--- config.mk ---
export PLATFORM = sky130hd
export DESIGN_NAME = looping_simplex_noise_oscillator
export DESIGN_NICKNAME = d
export VERILOG_FILES = /design/src/sv/lsno_pkg.sv /design/src/sv/lsno_mac.sv /design/src/sv/lsno_grid.sv /design/src/sv/looping_simplex_noise_oscillator.sv
export SDC_FILE = /design/constraint.sdc
export NUM_CORES = 2
export LEC_CHECK = 0
export ABC_AREA = 1
export ABC_CLOCK_PERIOD_IN_PS = 15900
export BUFFER_PORTS_ARGS = -buffer_cell sky130_fd_sc_hd__buf_2
export CAP_MARGIN = 20
export CORE_UTILIZATION = 55
export CTS_BUF_LIST = sky130_fd_sc_hd__clkbuf_8
export CTS_CLUSTER_SIZE = 40
export DETAILED_ROUTE_END_ITERATION = 12
export HOLD_SLACK_MARGIN = 0.06
export PLACE_DENSITY = 0.71
export SYNTH_ARGS = -nofsm -noshare
export SYNTH_HDL_FRONTEND = slang
export SYNTH_SLANG_ARGS = --single-unit
--- constraint.sdc ---
create_clock -name clk_i -period 15.9 [get_ports clk_i]
set_input_delay 0.795 -clock clk_i [delete_from_list [all_inputs] [get_ports clk_i]]
set_output_delay 0.795 -clock clk_i [all_outputs]
set_load 0.05 [all_outputs]
--- src/sv/lsno_pkg.sv ---
// Shared types, constants and arithmetic helpers of the looping simplex noise oscillator.
package lsno_pkg;

  localparam int MaxColumnsDef    = 16;
  localparam int PhaseFracBitsDef = 20;

  localparam int StepW   = 24;
  localparam int EvolW   = 20;
  localparam int SampleW = 24;
  localparam int RecipW  = 27;
  localparam int LaneW   = 16;
  localparam int NumLanes = 8;

  localparam logic [LaneW-1:0] LfsrTaps = 16'h100B;

  localparam longint Sqrt3Q24        = 64'sd29058991;
  localparam longint ThreeQuarterQ30 = 64'sd805306368;
  localparam logic [63:0] NormNum    = 64'd12000000000000;
  localparam logic [63:0] NormC      = 64'd1247338367;

  localparam logic [1:0] RegCycleLen  = 2'd0;
  localparam logic [1:0] RegHarmMask  = 2'd1;
  localparam logic [1:0] RegSeedLow   = 2'd2;
  localparam logic [1:0] RegSeedHigh  = 2'd3;

  typedef struct packed {
    logic start;
    logic clr;
  } mac_req_t;

  typedef struct packed {
    logic go;
    logic init;
  } grid_cmd_t;

  // Sine of (2a+1)*pi/16 in Q1.15.
  function automatic logic signed [15:0] sine_q15(input logic [3:0] a);
    logic signed [15:0] s;
    unique case (a)
      4'd0:    s = 16'sd6393;
      4'd1:    s = 16'sd18205;
      4'd2:    s = 16'sd27246;
      4'd3:    s = 16'sd32138;
      4'd4:    s = 16'sd32138;
      4'd5:    s = 16'sd27246;
      4'd6:    s = 16'sd18205;
      4'd7:    s = 16'sd6393;
      4'd8:    s = -16'sd6393;
      4'd9:    s = -16'sd18205;
      4'd10:   s = -16'sd27246;
      4'd11:   s = -16'sd32138;
      4'd12:   s = -16'sd32138;
      4'd13:   s = -16'sd27246;
      4'd14:   s = -16'sd18205;
      default: s = -16'sd6393;
    endcase
    return s;
  endfunction

  // Q30 weight of harmonic layer e (1 to 5 for the 2x, 3x, 4x, 5x and 8x layers).
  function automatic logic signed [31:0] harm_w_q30(input logic [2:0] e);
    logic signed [31:0] w;
    unique case (e)
      3'd1:    w = 32'sd536870912;
      3'd2:    w = 32'sd357913941;
      3'd3:    w = 32'sd268435456;
      3'd4:    w = 32'sd214748365;
      3'd5:    w = 32'sd134217728;
      default: w = 32'sd0;
    endcase
    return w;
  endfunction

  // Total weight times 120 for a given harmonic enable mask.
  function automatic int harm_w120(input int m);
    int w;
    w = 120;
    if (m % 2 == 1)       w = w + 60;
    if ((m / 2) % 2 == 1) w = w + 40;
    if ((m / 4) % 2 == 1) w = w + 30;
    if ((m / 8) % 2 == 1) w = w + 24;
    if ((m / 16) % 2 == 1) w = w + 15;
    return w;
  endfunction

  function automatic logic [LaneW-1:0] lfsr_next(input logic [LaneW-1:0] v);
    logic [LaneW-1:0] n;
    n = v << 1;
    if (v[LaneW-1]) n = n ^ LfsrTaps;
    return n;
  endfunction

  // Round half up, then arithmetic shift right by s.
  function automatic logic signed [63:0] rsh(input logic signed [63:0] v, input int s);
    return (v + (64'sd1 <<< (s - 1))) >>> s;
  endfunction

endpackage

--- src/sv/lsno_mac.sv ---
// Bit-serial signed multiply-accumulate unit, one multiplier bit per cycle.
module lsno_mac
  import lsno_pkg::*;
#(
  parameter int AW = 64,
  parameter int BW = 32
) (
  input  logic                 clk_i,
  input  logic                 rst_ni,
  input  mac_req_t             req_i,
  input  logic signed [AW-1:0] a_i,
  input  logic signed [BW-1:0] b_i,
  output logic signed [AW-1:0] acc_o,
  output logic                 busy_o
);

  localparam int CntW = $clog2(BW);

  logic signed [AW-1:0] a_q, acc_q, term;
  logic        [BW-1:0] b_q;
  logic      [CntW-1:0] cnt_q;
  logic                 busy_q;

  assign term = b_q[0] ? a_q : '0;

  always_ff @(posedge clk_i or negedge rst_ni) begin
    if (!rst_ni) begin
      busy_q <= 1'b0;
      cnt_q  <= '0;
    end else if (req_i.start) begin
      busy_q <= 1'b1;
      cnt_q  <= '0;
    end else if (busy_q) begin
      cnt_q <= cnt_q + 1'b1;
      if (cnt_q == CntW'(BW - 1)) busy_q <= 1'b0;
    end
  end

  // The top multiplier bit carries negative weight.
  always_ff @(posedge clk_i) begin
    if (req_i.start) begin
      a_q <= a_i;
      b_q <= b_i;
      if (req_i.clr) acc_q <= '0;
    end else if (busy_q) begin
      a_q <= a_q <<< 1;
      b_q <= b_q >> 1;
      if (cnt_q == CntW'(BW - 1)) acc_q <= acc_q - term;
      else                        acc_q <= acc_q + term;
    end
  end

  assign acc_o  = acc_q;
  assign busy_o = busy_q;

endmodule

--- src/sv/lsno_grid.sv ---
// Gradient angle rows and the eight LFSR lanes that draw new rows.
module lsno_grid
  import lsno_pkg::*;
#(
  parameter int MAX_COLUMNS = MaxColumnsDef
) (
  input  logic                           clk_i,
  input  logic                           rst_ni,
  input  grid_cmd_t                      cmd_i,
  input  logic [63:0]                    seed_low_i,
  input  logic [63:0]                    seed_high_i,
  input  logic                           rd_row_i,
  input  logic [$clog2(MAX_COLUMNS)-1:0] rd_col_i,
  output logic [3:0]                     angle_o,
  output logic                           busy_o
);

  localparam int NBlk = (MAX_COLUMNS + 7) / 8;
  localparam int BkW  = (NBlk > 1) ? $clog2(NBlk) : 1;

  logic [LaneW-1:0] lane_q [NumLanes];
  logic [3:0]       upper_q [MAX_COLUMNS];
  logic [3:0]       lower_q [MAX_COLUMNS];
  logic             busy_q, extra_q;
  logic [2:0]       stp_q;
  logic [BkW-1:0]   blk_q;
  logic             adv, wr, last_blk;

  assign adv      = busy_q && (stp_q != 3'd4);
  assign wr       = busy_q && (stp_q == 3'd4);
  assign last_blk = (blk_q == BkW'(NBlk - 1));

  // A row is drawn as four lane advances followed by one write, per block of eight columns.
  always_ff @(posedge clk_i or negedge rst_ni) begin
    if (!rst_ni) begin
      busy_q  <= 1'b0;
      extra_q <= 1'b0;
      stp_q   <= '0;
      blk_q   <= '0;
    end else if (cmd_i.go) begin
      busy_q  <= 1'b1;
      extra_q <= cmd_i.init;
      stp_q   <= '0;
      blk_q   <= '0;
    end else if (busy_q) begin
      if (!wr) begin
        stp_q <= stp_q + 3'd1;
      end else begin
        stp_q <= '0;
        if (last_blk) begin
          blk_q <= '0;
          if (extra_q) extra_q <= 1'b0;
          else         busy_q  <= 1'b0;
        end else begin
          blk_q <= blk_q + 1'b1;
        end
      end
    end
  end

  for (genvar l = 0; l < NumLanes; l++) begin : g_lane
    always_ff @(posedge clk_i) begin
      if (cmd_i.go && cmd_i.init) begin
        if (l < 4) begin
          lane_q[l] <= (seed_low_i[16*(l%4) +: 16] == '0) ? 16'd1 : seed_low_i[16*(l%4) +: 16];
        end else begin
          lane_q[l] <= (seed_high_i[16*(l%4) +: 16] == '0) ? 16'd1 :
                       seed_high_i[16*(l%4) +: 16];
        end
      end else if (adv) begin
        lane_q[l] <= lfsr_next(lane_q[l]);
      end
    end
  end

  for (genvar c = 0; c < MAX_COLUMNS; c++) begin : g_col
    logic       hit;
    logic [3:0] new_ang;
    assign hit     = wr && (blk_q == BkW'(c / 8));
    assign new_ang = lane_q[c % 8][3:0];
    always_ff @(posedge clk_i) begin
      if (hit) upper_q[c] <= new_ang;
      if (cmd_i.go && !cmd_i.init) begin
        lower_q[c] <= upper_q[c];
      end else if (wr && last_blk && extra_q) begin
        // Copy-down right after the first row of a fill sees this cycle's writes.
        lower_q[c] <= hit ? new_ang : upper_q[c];
      end
    end
  end

  assign angle_o = rd_row_i ? upper_q[rd_col_i] : lower_q[rd_col_i];
  assign busy_o  = busy_q;

endmodule

--- src/sv/looping_simplex_noise_oscillator.sv ---
// Top level of the looping 2-D simplex noise oscillator.
//
// Usage: each input transaction (phase_step_i, evol_step_i) is one audio tick and
// yields exactly one output transaction carrying sample_o, in order. Both channels
// move a transaction at a rising edge where valid is high and stall is low.
// The block works on one tick at a time. Every multiply runs on a shared bit-serial
// multiply-accumulate unit and holds the sequencer until it is done, and a corner
// of the simplex cell needs up to eight of them. A tick evaluates the base noise
// plus one more noise per enabled harmonic layer, then runs the normalising
// multiply; a tick that crosses an evolution wrap also draws a gradient row, and
// the very first tick after reset first fills both rows from the seed registers.
// Integer reduction of the phase and of each cell index runs one bit per cycle.
// Reset clears phase, evolution and the grid-ready flag and returns the control
// and configuration registers to their reset values; the datapath registers have
// no reset. A finished sample sits in the output register while the next tick is
// already accepted and computed; if the receiver stalls, the following sample
// waits internally until the output register is free.
// Configuration is written through cfg_we_i/cfg_idx_i/cfg_data_i; the user must
// write it only while idle, as the block itself does not enforce this.
module looping_simplex_noise_oscillator
  import lsno_pkg::*;
#(
  parameter int MAX_COLUMNS     = MaxColumnsDef,
  parameter int PHASE_FRAC_BITS = PhaseFracBitsDef
) (
  input  logic                      clk_i,
  input  logic                      rst_ni,
  input  logic                      cfg_we_i,
  input  logic [1:0]                cfg_idx_i,
  input  logic [63:0]               cfg_data_i,
  input  logic                      in_valid_i,
  output logic                      in_stall_o,
  input  logic [StepW-1:0]          phase_step_i,
  input  logic [EvolW-1:0]          evol_step_i,
  output logic                      out_valid_o,
  input  logic                      out_stall_i,
  output logic signed [SampleW-1:0] sample_o
);

  localparam int PFB  = PHASE_FRAC_BITS;
  localparam int CW   = $clog2(MAX_COLUMNS);
  localparam int LW   = $clog2(MAX_COLUMNS + 1);
  localparam int PW   = PFB + CW;
  localparam int SW   = ((PW > StepW) ? PW : StepW) + 1;
  localparam int IPW  = SW - PFB;
  localparam int RW   = (IPW > CW + 3) ? IPW : CW + 3;
  localparam int RCW  = $clog2(RW);
  localparam int POSW = PW + 3;

  typedef enum logic [10:0] {
    ST_IDLE   = 11'b00000000001,
    ST_GWAIT  = 11'b00000000010,
    ST_PHASE  = 11'b00000000100,
    ST_PMOD   = 11'b00000001000,
    ST_EVO    = 11'b00000010000,
    ST_EVAL   = 11'b00000100000,
    ST_CMOD   = 11'b00001000000,
    ST_CORNER = 11'b00010000000,
    ST_MSTART = 11'b00100000000,
    ST_MWAIT  = 11'b01000000000,
    ST_EMIT   = 11'b10000000000
  } state_e;

  typedef enum logic [3:0] {
    OP_PY, OP_PX2, OP_PY2, OP_DOTX, OP_DOTY, OP_T2, OP_T4, OP_CRN, OP_HARM, OP_NORM
  } op_e;

  // Configuration registers.
  logic [4:0]  cyc_len_q, hmask_q;
  logic [63:0] seed_lo_q, seed_hi_q;

  always_ff @(posedge clk_i or negedge rst_ni) begin
    if (!rst_ni) begin
      cyc_len_q <= 5'd4;
      hmask_q   <= '0;
      seed_lo_q <= 64'h0001_0001_0001_0001;
      seed_hi_q <= 64'h0001_0001_0001_0001;
    end else if (cfg_we_i) begin
      unique case (cfg_idx_i)
        RegCycleLen: cyc_len_q <= cfg_data_i[4:0];
        RegHarmMask: hmask_q   <= cfg_data_i[4:0];
        RegSeedLow:  seed_lo_q <= cfg_data_i;
        RegSeedHigh: seed_hi_q <= cfg_data_i;
        default: ;
      endcase
    end
  end

  // Normaliser reciprocals, one per harmonic mask, worked out at elaboration.
  logic [RecipW-1:0] recip_tab [32];
  for (genvar m = 0; m < 32; m++) begin : g_recip
    localparam logic [63:0] Den = NormC * 64'(harm_w120(m));
    localparam logic [63:0] Rcp = ((NormNum << 20) + Den / 2) / Den;
    assign recip_tab[m] = RecipW'(Rcp);
  end

  // Control state.
  state_e         state_q, state_d;
  op_e            op_q, op_d;
  logic           grid_ready_q, grid_ready_d;
  logic [LW-1:0]  len_q, len_d;
  logic           out_valid_q;
  logic           pass_q, pass_d;
  logic [RCW-1:0] rcnt_q, rcnt_d;
  logic [2:0]     e_q, e_d;
  logic [1:0]     cidx_q, cidx_d;

  // Datapath registers.
  logic [StepW-1:0]          step_q, step_d;
  logic [EvolW-1:0]          estep_q, estep_d, evo_q, evo_d;
  logic [PW-1:0]             phase_q, phase_d;
  logic [RW-1:0]             dvd_q, dvd_d;
  logic [CW-1:0]             rem_q, rem_d, cell_q, cell_d, right_q, right_d;
  logic [PFB-1:0]            frac_q, frac_d;
  logic [3:0]                ang_q, ang_d;
  logic signed [27:0]        px_q, px_d;
  logic signed [25:0]        dy_q, dy_d, py_q, py_d;
  logic signed [33:0]        t_q, t_d, dot_q, dot_d;
  logic signed [35:0]        noise_q, noise_d;
  logic signed [37:0]        total_q, total_d;
  logic signed [SampleW-1:0] res_q, res_d, out_q;
  logic                      out_load;

  // Submodule links.
  mac_req_t           mac_req;
  logic signed [63:0] mac_a, mac_acc;
  logic signed [31:0] mac_b;
  logic               mac_busy;
  grid_cmd_t          grid_cmd;
  logic               grid_busy;
  logic [CW-1:0]      rd_col;
  logic [3:0]         grid_ang;

  lsno_mac #(.AW(64), .BW(32)) u_mac (
    .clk_i  (clk_i),
    .rst_ni (rst_ni),
    .req_i  (mac_req),
    .a_i    (mac_a),
    .b_i    (mac_b),
    .acc_o  (mac_acc),
    .busy_o (mac_busy)
  );

  assign rd_col = cidx_q[0] ? right_q : cell_q;

  lsno_grid #(.MAX_COLUMNS(MAX_COLUMNS)) u_grid (
    .clk_i       (clk_i),
    .rst_ni      (rst_ni),
    .cmd_i       (grid_cmd),
    .seed_low_i  (seed_lo_q),
    .seed_high_i (seed_hi_q),
    .rd_row_i    (cidx_q[1]),
    .rd_col_i    (rd_col),
    .angle_o     (grid_ang),
    .busy_o      (grid_busy)
  );

  // Clamped cycle length from the register.
  logic [LW-1:0] len_clamp;
  always_comb begin
    if (cyc_len_q < 5'd2)                 len_clamp = LW'(2);
    else if (int'(cyc_len_q) > MAX_COLUMNS) len_clamp = LW'(MAX_COLUMNS);
    else                                    len_clamp = LW'(cyc_len_q);
  end

  // One restoring step of the serial remainder unit.
  logic [CW:0]   r_ext;
  logic [CW-1:0] r_new;
  logic [CW:0]   nxt_col;
  always_comb begin
    r_ext = {rem_q, dvd_q[RW-1]};
    if (r_ext >= (CW+1)'(len_q)) r_new = CW'(r_ext - (CW+1)'(len_q));
    else                         r_new = CW'(r_ext);
    nxt_col = (CW+1)'(r_new) + 1'b1;
  end

  // Sample position of the current layer.
  logic [POSW-1:0] p_ext, pos;
  always_comb begin
    p_ext = POSW'(phase_q);
    unique case (e_q)
      3'd1:    pos = p_ext << 1;
      3'd2:    pos = p_ext + (p_ext << 1);
      3'd3:    pos = p_ext << 2;
      3'd4:    pos = p_ext + (p_ext << 2);
      3'd5:    pos = p_ext << 3;
      default: pos = p_ext;
    endcase
  end

  logic layer_en;
  assign layer_en = (e_q == 3'd0) || hmask_q[3'(e_q - 3'd1)];

  // Corner offsets in Q24.
  logic [23:0]        u_c, y_c;
  logic signed [25:0] dx_c, dy_c;
  logic signed [27:0] px_c;
  always_comb begin
    u_c  = 24'(frac_q) << (24 - PFB);
    y_c  = {evo_q, 4'b0000};
    dx_c = cidx_q[0] ? $signed({2'b00, u_c}) - 26'sd16777216 : $signed({2'b00, u_c});
    dy_c = cidx_q[1] ? $signed({2'b00, y_c}) - 26'sd16777216 : $signed({2'b00, y_c});
    px_c = (28'(dx_c) <<< 1) - 28'(dy_c);
  end

  // Multiplier operands per operation.
  always_comb begin
    mac_a = 64'(px_q);
    mac_b = 32'(px_q);
    mac_req.start = (state_q == ST_MSTART);
    mac_req.clr   = 1'b1;
    unique case (op_q)
      OP_PY:   begin mac_a = Sqrt3Q24;        mac_b = 32'(dy_q); end
      OP_PX2:  begin mac_a = 64'(px_q);       mac_b = 32'(px_q); end
      OP_PY2:  begin mac_a = 64'(py_q);       mac_b = 32'(py_q); mac_req.clr = 1'b0; end
      OP_DOTX: begin mac_a = 64'(px_q);       mac_b = 32'(sine_q15(ang_q)); end
      OP_DOTY: begin
        mac_a = 64'(py_q);
        mac_b = 32'(sine_q15(4'(ang_q + 4'd4)));
        mac_req.clr = 1'b0;
      end
      OP_T2, OP_T4: begin mac_a = 64'(t_q);  mac_b = 32'(t_q); end
      OP_CRN:  begin mac_a = 64'(dot_q);      mac_b = 32'(t_q); end
      OP_HARM: begin mac_a = 64'(noise_q);    mac_b = harm_w_q30(e_q); end
      OP_NORM: begin
        mac_a = 64'(total_q);
        mac_b = 32'($signed({1'b0, recip_tab[hmask_q]}));
      end
      default: ;
    endcase
  end

  // Main sequencer.
  logic               corner_end, layer_end;
  logic signed [63:0] tv, sv;
  logic [SW-1:0]      psum;
  logic [EvolW:0]     esum;

  always_comb begin
    state_d      = state_q;
    op_d         = op_q;
    grid_ready_d = grid_ready_q;
    len_d        = len_q;
    pass_d       = pass_q;
    rcnt_d       = rcnt_q;
    e_d          = e_q;
    cidx_d       = cidx_q;
    step_d       = step_q;
    estep_d      = estep_q;
    evo_d        = evo_q;
    phase_d      = phase_q;
    dvd_d        = dvd_q;
    rem_d        = rem_q;
    cell_d       = cell_q;
    right_d      = right_q;
    frac_d       = frac_q;
    ang_d        = ang_q;
    px_d         = px_q;
    dy_d         = dy_q;
    py_d         = py_q;
    t_d          = t_q;
    dot_d        = dot_q;
    noise_d      = noise_q;
    total_d      = total_q;
    res_d        = res_q;
    out_load     = 1'b0;
    grid_cmd     = '0;
    corner_end   = 1'b0;
    layer_end    = 1'b0;
    tv           = ThreeQuarterQ30 - rsh(mac_acc, 20);
    sv           = rsh(mac_acc, 31);
    psum         = SW'(phase_q) + SW'(step_q);
    esum         = {1'b0, evo_q} + {1'b0, estep_q};

    unique case (state_q)
      ST_IDLE: begin
        if (in_valid_i) begin
          step_d  = phase_step_i;
          estep_d = evol_step_i;
          if (!grid_ready_q) begin
            grid_cmd.go   = 1'b1;
            grid_cmd.init = 1'b1;
            state_d       = ST_GWAIT;
          end else begin
            state_d = ST_PHASE;
          end
        end
      end
      ST_GWAIT: begin
        if (!grid_busy) begin
          if (!grid_ready_q) begin
            grid_ready_d = 1'b1;
            len_d        = len_clamp;
            state_d      = ST_PHASE;
          end else begin
            e_d     = '0;
            state_d = ST_EVAL;
          end
        end
      end
      ST_PHASE: begin
        frac_d = psum[PFB-1:0];
        if (psum[SW-1:PFB] >= IPW'(len_q)) begin
          dvd_d   = RW'(psum[SW-1:PFB]);
          rem_d   = '0;
          rcnt_d  = '0;
          pass_d  = 1'b0;
          state_d = ST_PMOD;
        end else begin
          phase_d = PW'(psum);
          state_d = ST_EVO;
        end
      end
      ST_PMOD: begin
        rem_d  = r_new;
        dvd_d  = dvd_q << 1;
        rcnt_d = rcnt_q + 1'b1;
        if (rcnt_q == RCW'(RW - 1)) begin
          if (!pass_q) begin
            // Reduce by the old length, then again by the newly latched one.
            len_d  = len_clamp;
            dvd_d  = RW'(r_new);
            rem_d  = '0;
            rcnt_d = '0;
            pass_d = 1'b1;
          end else begin
            phase_d = {r_new, frac_q};
            state_d = ST_EVO;
          end
        end
      end
      ST_EVO: begin
        evo_d = esum[EvolW-1:0];
        if (esum[EvolW]) begin
          grid_cmd.go = 1'b1;
          state_d     = ST_GWAIT;
        end else begin
          e_d     = '0;
          state_d = ST_EVAL;
        end
      end
      ST_EVAL: begin
        if (layer_en) begin
          dvd_d   = RW'(pos >> PFB);
          frac_d  = pos[PFB-1:0];
          rem_d   = '0;
          rcnt_d  = '0;
          state_d = ST_CMOD;
        end else if (e_q == 3'd5) begin
          op_d    = OP_NORM;
          state_d = ST_MSTART;
        end else begin
          e_d = e_q + 3'd1;
        end
      end
      ST_CMOD: begin
        rem_d  = r_new;
        dvd_d  = dvd_q << 1;
        rcnt_d = rcnt_q + 1'b1;
        if (rcnt_q == RCW'(RW - 1)) begin
          cell_d  = r_new;
          // The right neighbour of the last active column wraps to column zero.
          right_d = (nxt_col >= (CW+1)'(len_q)) ? '0 : CW'(nxt_col);
          cidx_d  = '0;
          noise_d = '0;
          state_d = ST_CORNER;
        end
      end
      ST_CORNER: begin
        ang_d   = grid_ang;
        px_d    = px_c;
        dy_d    = dy_c;
        op_d    = OP_PY;
        state_d = ST_MSTART;
      end
      ST_MSTART: begin
        state_d = ST_MWAIT;
      end
      ST_MWAIT: begin
        if (!mac_busy) begin
          state_d = ST_MSTART;
          unique case (op_q)
            OP_PY: begin
              py_d = 26'(rsh(mac_acc, 24));
              op_d = OP_PX2;
            end
            OP_PX2: op_d = OP_PY2;
            OP_PY2: begin
              t_d = 34'(tv);
              // Outside the kernel radius a corner adds nothing.
              if (tv <= 64'sd0) corner_end = 1'b1;
              else              op_d = OP_DOTX;
            end
            OP_DOTX: op_d = OP_DOTY;
            OP_DOTY: begin
              dot_d = 34'(rsh(mac_acc, 10));
              op_d  = OP_T2;
            end
            OP_T2: begin
              t_d  = 34'(rsh(mac_acc, 30));
              op_d = OP_T4;
            end
            OP_T4: begin
              t_d  = 34'(rsh(mac_acc, 30));
              op_d = OP_CRN;
            end
            OP_CRN: begin
              noise_d    = noise_q + 36'(rsh(mac_acc, 30));
              corner_end = 1'b1;
            end
            OP_HARM: begin
              total_d   = total_q + 38'(rsh(mac_acc, 30));
              layer_end = 1'b1;
            end
            OP_NORM: begin
              if (sv > 64'sd8388607)       res_d = 24'sh7FFFFF;
              else if (sv < -64'sd8388608) res_d = 24'sh800000;
              else                         res_d = 24'(sv);
              state_d = ST_EMIT;
            end
            default: ;
          endcase
          if (corner_end) begin
            if (cidx_q == 2'd3) begin
              if (e_q == 3'd0) begin
                total_d   = 38'(noise_d);
                layer_end = 1'b1;
              end else begin
                op_d = OP_HARM;
              end
            end else begin
              cidx_d  = cidx_q + 2'd1;
              state_d = ST_CORNER;
            end
          end
          if (layer_end) begin
            if (e_q == 3'd5) begin
              op_d = OP_NORM;
            end else begin
              e_d     = e_q + 3'd1;
              state_d = ST_EVAL;
            end
          end
        end
      end
      ST_EMIT: begin
        if (!out_valid_q || !out_stall_i) begin
          out_load = 1'b1;
          state_d  = ST_IDLE;
        end
      end
      default: state_d = ST_IDLE;
    endcase
  end

  always_ff @(posedge clk_i or negedge rst_ni) begin
    if (!rst_ni) begin
      state_q      <= ST_IDLE;
      op_q         <= OP_PY;
      grid_ready_q <= 1'b0;
      len_q        <= LW'(4);
      pass_q       <= 1'b0;
      rcnt_q       <= '0;
      e_q          <= '0;
      cidx_q       <= '0;
      phase_q      <= '0;
      evo_q        <= '0;
      out_valid_q  <= 1'b0;
    end else begin
      state_q      <= state_d;
      op_q         <= op_d;
      grid_ready_q <= grid_ready_d;
      len_q        <= len_d;
      pass_q       <= pass_d;
      rcnt_q       <= rcnt_d;
      e_q          <= e_d;
      cidx_q       <= cidx_d;
      phase_q      <= phase_d;
      evo_q        <= evo_d;
      if (out_load)                       out_valid_q <= 1'b1;
      else if (out_valid_q && !out_stall_i) out_valid_q <= 1'b0;
    end
  end

  always_ff @(posedge clk_i) begin
    step_q  <= step_d;
    estep_q <= estep_d;
    dvd_q   <= dvd_d;
    rem_q   <= rem_d;
    cell_q  <= cell_d;
    right_q <= right_d;
    frac_q  <= frac_d;
    ang_q   <= ang_d;
    px_q    <= px_d;
    dy_q    <= dy_d;
    py_q    <= py_d;
    t_q     <= t_d;
    dot_q   <= dot_d;
    noise_q <= noise_d;
    total_q <= total_d;
    res_q   <= res_d;
    if (out_load) out_q <= res_q;
  end

  assign in_stall_o  = (state_q != ST_IDLE);
  assign out_valid_o = out_valid_q;
  assign sample_o    = out_q;

`ifndef SYNTHESIS
  a_grid_cmd_idle: assert property (@(posedge clk_i) disable iff (!rst_ni)
    grid_cmd.go |-> !grid_busy)
    else $error("grid command issued while a row draw is running");

  a_mac_start_idle: assert property (@(posedge clk_i) disable iff (!rst_ni)
    mac_req.start |-> !mac_busy)
    else $error("multiply started while the previous one is running");

  a_phase_in_range: assert property (@(posedge clk_i) disable iff (!rst_ni)
    (state_q == ST_IDLE && grid_ready_q) |-> (phase_q[PW-1:PFB] < len_q))
    else $error("phase integer part not below the active cycle length");

  a_emit_needs_room: assert property (@(posedge clk_i) disable iff (!rst_ni)
    out_load |-> (!out_valid_q || !out_stall_i))
    else $error("sample written over one that was not taken");
`endif

endmodule

Word level (Yosys, flattened, before mapping)
Memories as Yosys holds them, arrays and structs flattened. A register that Yosys moved wholly into a read port is not among the register bits. Cells that the tools add are included.

Equality and inequality tests: 55. Reductions and logical operators: 73. Bitwise operators: 36. $lt $le $gt $ge: 10. Add/sub/neg operators: 27. Shift operators: 0. Div/mod/pow operators: 0. Multipliers: 0. Mux-type cells: 257.

Operators by type and width (number): two-way mux 16 bit (32); two-way mux 64 bit (7); one-hot mux 64 bit (6 select lines) (1); two-way mux 4 bit (65); one-hot mux 32 bit (7 select lines) (1); two-way mux 11 bit (14); two-way mux 38 bit (4); one-hot mux 30 bit (5 select lines) (1); one-hot mux 27 bit (5 select lines) (1); zero test 16 bit (8); one-hot mux 11 bit (11 select lines) (1); two-way mux 36 bit (3); two-way mux 13 bit (8); two-way mux 24 bit (4); one-hot mux 36 bit (2 select lines) (1); one-hot mux 34 bit (2 select lines) (1); adder 64 x 21 -> 64 bit (second input constant) (1); adder 64 x 31 -> 64 bit (second input constant) (1); adder 64 x 32 -> 64 bit (second input constant) (1); adder 64 bit (1); two-way mux 32 bit (2); subtractor 64 bit (1); two-way mux 1 bit (56); two-way mux 27 bit (2); 91 further kinds (241).

Latch bits: 0. Word-level logic and storage cells: 505. Bits in registers: 742. Memory bits (writable): 256. Bits in read-only memories: 1376. Bits of input ports: 115. Memories: 6.

Memory list: (name not given) (words 32, bits a word 27, read ports 1, clocked after Yosys merged registers in 0, write ports 0, RTL line looping_simplex_noise_oscillator.sv:227) `mac_b = 32'($signed({1'b0, recip_tab[hmask_q]}));`; (name not given) (words 16, bits a word 16, read ports 1, clocked after Yosys merged registers in 1, write ports 0, RTL line lsno_pkg.sv:39) `unique case (a)`; (name not given) (words 16, bits a word 16, read ports 1, clocked after Yosys merged registers in 0, write ports 0, RTL line lsno_pkg.sv:39); u_grid.lane_q (words 8, bits a word 16, read ports 8, clocked after Yosys merged registers in 0, write ports 8, RTL line lsno_grid.sv:21) `logic [LaneW-1:0] lane_q [NumLanes];`; u_grid.lower_q (words 16, bits a word 4, read ports 1, clocked after Yosys merged registers in 0, write ports 16, RTL line lsno_grid.sv:23) `logic [3:0] lower_q [MAX_COLUMNS];`; u_grid.upper_q (words 16, bits a word 4, read ports 17, clocked after Yosys merged registers in 0, write ports 8, RTL line lsno_grid.sv:22) `logic [3:0] upper_q [MAX_COLUMNS];`.

Longest topological paths before layout
Depth after elaboration: 13. Depth in mapped cells: 32.

By module
A second synthesis with hierarchy kept.

Cell total of the unflattened synthesis: 8928. Area total of the unflattened synthesis: 67270.8 um2.

By module, submodules not included: looping_simplex_noise_oscillator (sequential area each 16004.1 um2, area an instance 40393.7 um2, instances 1, cells each 5225); lsno_mac (sequential area each 4954.8 um2, area an instance 14835.5 um2, instances 1, cells each 2346); lsno_grid (sequential area each 7196.9 um2, area an instance 12041.5 um2, instances 1, cells each 1357).

Worst setup path after synthesis
Ideal clock, no wire load.

Path type: flip-flop to flip-flop. From: register state_q[7]. To: register t_q[0] (enable). Stages on the path, launching flop included: 13. Setup time: 0.437 ns. Arrival: 5.521 ns. Slack: 9.943 ns. Data required time: 15.463 ns. Path through: dfrtp_1 nor2_1 inv_1 nor2_1 inv_1 nor2_1 inv_1 nor4_2 inv_1 clkbuf_1 nor2_1 inv_1 a21oi_1.

Word-level cells in the longest chain between the ends: 2.

RTL lines: start: declaration (RTL line looping_simplex_noise_oscillator.sv:98) `state_e state_q, state_d;`; start signal: assignment (RTL line looping_simplex_noise_oscillator.sv:470) `state_q <= state_d;`; equality test 11 x 10 -> 1 bit (RTL line looping_simplex_noise_oscillator.sv:275) `unique case (state_q)`; AND reduction 3 bit (no source line); end signal: assignment (RTL line looping_simplex_noise_oscillator.sv:497) `t_q <= t_d;`; end: declaration (RTL line looping_simplex_noise_oscillator.sv:118) `logic signed [33:0] t_q, t_d, dot_q, dot_d;`.

Every way passes these cells. A chain may end at the register's enable or synchronous reset.

Final worst setup path
From: register u_mac.acc_q[29] (netlist: u_mac.acc_o[29]). To: register e_q[0].

Word-level cells in the longest chain between the ends: 12.

RTL lines: start: declaration (RTL line lsno_mac.sv:19) `logic signed [AW-1:0] a_q, acc_q, term;`; start signal: assignment (RTL line lsno_mac.sv:48) `if (cnt_q == CntW'(BW - 1)) acc_q <= acc_q - term;`; start signal: assignment (RTL line lsno_mac.sv:49) `else acc_q <= acc_q + term;`; adder 64 x 21 -> 64 bit (RTL line lsno_pkg.sv:95) `return (v + (64'sd1 <<< (s - 1))) >>> s;`; subtractor 31 x 44 -> 45 bit (RTL line looping_simplex_noise_oscillator.sv:270) `tv = ThreeQuarterQ30 - rsh(mac_acc, 20);`; less-or-equal comparator 45 x 1 -> 1 bit (RTL line looping_simplex_noise_oscillator.sv:391) `if (tv <= 64'sd0) corner_end = 1'b1;`; two-way mux 1 bit (RTL line looping_simplex_noise_oscillator.sv:391); one-hot mux 1 bit (2 select lines) (RTL line looping_simplex_noise_oscillator.sv:382) `unique case (op_q)`; two-way mux 1 bit (RTL line looping_simplex_noise_oscillator.sv:380) `if (!mac_busy) begin`; two-way mux 1 bit (RTL line looping_simplex_noise_oscillator.sv:275); two-way mux 1 bit (RTL line looping_simplex_noise_oscillator.sv:423) `if (corner_end) begin`; two-way mux 1 bit (RTL line looping_simplex_noise_oscillator.sv:380); two-way mux 1 bit (RTL line looping_simplex_noise_oscillator.sv:275); inequality test 2 bit (no source line); AND reduction 7 bit (no source line); end signal: assignment (RTL line looping_simplex_noise_oscillator.sv:464) `e_q <= '0;`; end signal: assignment (RTL line looping_simplex_noise_oscillator.sv:476) `e_q <= e_d;`; end: declaration (RTL line looping_simplex_noise_oscillator.sv:105) `logic [2:0] e_q, e_d;`.

Every way passes these cells. The select of a mux whose other input is x is not followed.

==> run metrics <==
Setup TNS=0 ns; Root Driver=clkbuf_8; asr flop ratio synth=22.50%; CP endpoint kind=flop; syn_area_per_cell=7.990 µm²; CP max FO=67; cell with the most instances after synthesis=nand2_1; drt wl/cell=22.15 µm; proportion of synthesized chip area in sequential cells=44.03%; initial drt markers=6319; final setup fails=0; Synth top cells by count=nand2_1, o21ai_0, inv_1; Fin. Hold Viols=0; cell area after synthesis=63950 µm²; YS warnings=0; final std cells w/o fill=9810; share of cells above drive strength 1=8.007%; final wirelength=217300 µm; RePlAce Congestion=1.040; unrepaired setup endpoints after global routing=no; die area=117600 µm²; initial cell density of the core=55.70%; Worst-Margin Slew=1.158 ns; top post-synthesis cells by area=edfxtp_1, nand2_1, dfrtp_1; Remaining DRCs=0; gr ovfl total=0; kind of critical path=flop to flop; initial antenna violation count=6; Period Utilization, post-route=39.73%; largest net degree at the start of global routing=105; Synth Register Bits=1000; placed cells=9434; worst-skew pair later-pin latency=0.94 ns; Worst EP required=16.70 ns; Die H=343.0 µm; Layout fillers=10290; outcome=finished clean; Clock transition at path regs=0.07 ns; leakage=31.07 nW; vias in the first global route=54680; top-area cell type share of the netlist area=32.82%; Slew headroom=22.79%; Synth area leader=edfxtp_1; die width=343.0 µm; Startpoint Class=flop; Unique masters post-synth=74; max-slew violation count=0; FF/Latch Area=28160 µm²; Layout area overhead=10.11%; Critical Path AT=7.12 ns; CTS Buffer Depth=3; Core Box Area=114800 µm²; H-tree depth=4; gr usage total=36.45%; CTS resizes=0; I/O pins=141; Pre-Repair DR Iteration Count=8; fin crit period=6.317 ns; Synth Flop Type=edfxtp_1; fin util=61.33%; FMAX=158.3 MHz; via count=58090; global-route wire length before repair=326300 µm; cells after synthesis=8003; # nets final=8581; EDFF count, synth=699; clk sinks=1000; Worst Skew=0.05615 ns; FP Rows=124; CTS tree=built; vias per inst=5.921; number of port buffers=140; Post-DP HPWL=163300 µm; Routed Antenna Nets=0; syn_nets=8436; HP Class=primary input to flop; CTS buffer count=172; area of the multi-input gates=31490 µm²; PwrDens=155.8 nW/µm²; worst vdd ir=0.1893 mV; maximum capacitance violations=0
-- power breakdown --
group	switching, W	total [W]	internal [W]
Sequential	0.000451	0.00406	0.00361
Combinational	0.00295	0.00436	0.00140
Clock	0.00120	0.00255	0.00134
Total	0.00461	0.0110	0.00636
-- layer usage --
metal / global-route usage (%) / share of wire, % / vias to the layer above / wire length (µm)
met5: 0 / 0.018 / - / 40
met4: 17.80 / 5.3 / 6 / 11600
met3: 6.156 / 7.7 / 512 / 16690
met2: 58.24 / 45 / 2577 / 98510
met1: 48.02 / 42 / 27390 / 90440
li1: - / - / 27610 / -
-- path summary, 6_finish.rpt --
path | startpoint | endpoint | slack, ns | cells past startpoint
max | u_mac.acc_o[29] | e_q[0] | 9.58 | 26
min | cfg_data_i[57] | seed_lo_q[57] | 0.12 | 3
max reg2reg | u_mac.acc_o[29] | e_q[0] | 9.58 | 26
min reg2reg | res_q[15] | sample_o[15] | 0.42 | 0
max in group asynchronous | rst_ni | evo_q[10] | 13.17 | 4
min in group asynchronous | rst_ni | seed_lo_q[37] | 0.45 | 2
-- layout make-up --
type / instances / share of cell area, %
Antenna cell: 5 / 0.01777
Clock inverter: 118 / 1.368
Tap cell: 1512 / 2.687
Inverter: 883 / 4.714
Timing Repair Buffer: 267 / 2.580
Clock buffer: 201 / 3.929
Multi-Input combinational cell: 5824 / 44.72
Sequential cell: 1000 / 39.99
-- critical path, cell delays in order, from the launching register on --
cell      delay [ns]
edfxtp_1        0.94
ha_1            0.37
inv_1           0.13
nor2_8          0.21
nand3_1         0.20
nand2_1         0.10
nand2_1         0.18
nor2_1          0.20
nand2_1         0.13
nor2_1          0.34
nand2_1         0.09
nand2_1         0.12
nand2_1         0.07
nor3_1          0.49
nand2_1         0.20
nor2_1          0.16
nand3_1         0.08
nor2_1          0.09
nand2_1         0.14
nand2_1         0.11
nand2_2         0.08
nand2_4         0.11
nand3_4         0.66
nand3_1         0.58
nand2_1         0.20
nand2_1         0.10
o21ai_0         0.08
-- stage by stage --
step                      total power [W]  instance area (µm²)  setup slack (ns)  hold WS, ns
after floorplan                  0.006995                63950             9.943       0.4003
after global placement           0.008244                66120             9.903       0.4017
after detailed placement         0.008342                66130             9.902       0.4045
after CTS                         0.01091                70340             9.858      0.06099
after global routing              0.01164                70410             9.111      0.08206
final                             0.01097                70410             9.583       0.1172
-- cell usage in the layout (no fill, tap or decap), types with 65 or more instances in the layout --
cell and instances:
nand2_1 1958, inv_1 912, o21ai_0 886, edfxtp_1 699, nor2_1 650, a21oi_1 524
ha_1 309, nand3_1 279, xor2_1 227, dfrtp_1 214, clkbuf_8 201, buf_2 139
nor3_1 82, nand4_1 76, dfxtp_1 76, buf_4 75, o22ai_1 66, a31oi_1 65
-- flip-flops by register name, indices dropped and copies added, names as in the netlist, 26 cells and up, named ones only --
register        count
noise_q            36
seed_hi_q          64
dot_q              34
u_grid.lower_q     64
u_mac.acc_o        64
total_q            38
py_q               26
t_q                34
u_grid.upper_q     64
u_grid.lane_q     128
seed_lo_q          64
u_mac.a_q          64
u_mac.b_q          32
-- what timing repair did --
| item | in CTS | in global routing |
|---|---|---|
| hold endpoints to repair | 146 | 0 |
| hold buffers | 48 | 0 |
| setup buffers | 0 | 0 |
-- cells by family (layout without fill, tap and decap cells) --
logic type / count (synthesis) / after routing / share of synthesized area [%]
fa+ha+maj: 318 / 318 / 6.328
other cells: 0 / 5 / 0
mux: 13 / 13 / 0.2074
xor+xnor: 291 / 291 / 3.986
compound gates: 1930 / 1930 / 17.03
flops: 1000 / 1000 / 44.03
buf+inv: 1179 / 1469 / 7.014
simple gates: 3272 / 3272 / 21.40
No activity file was read; power rests on OpenSTA's default activity.
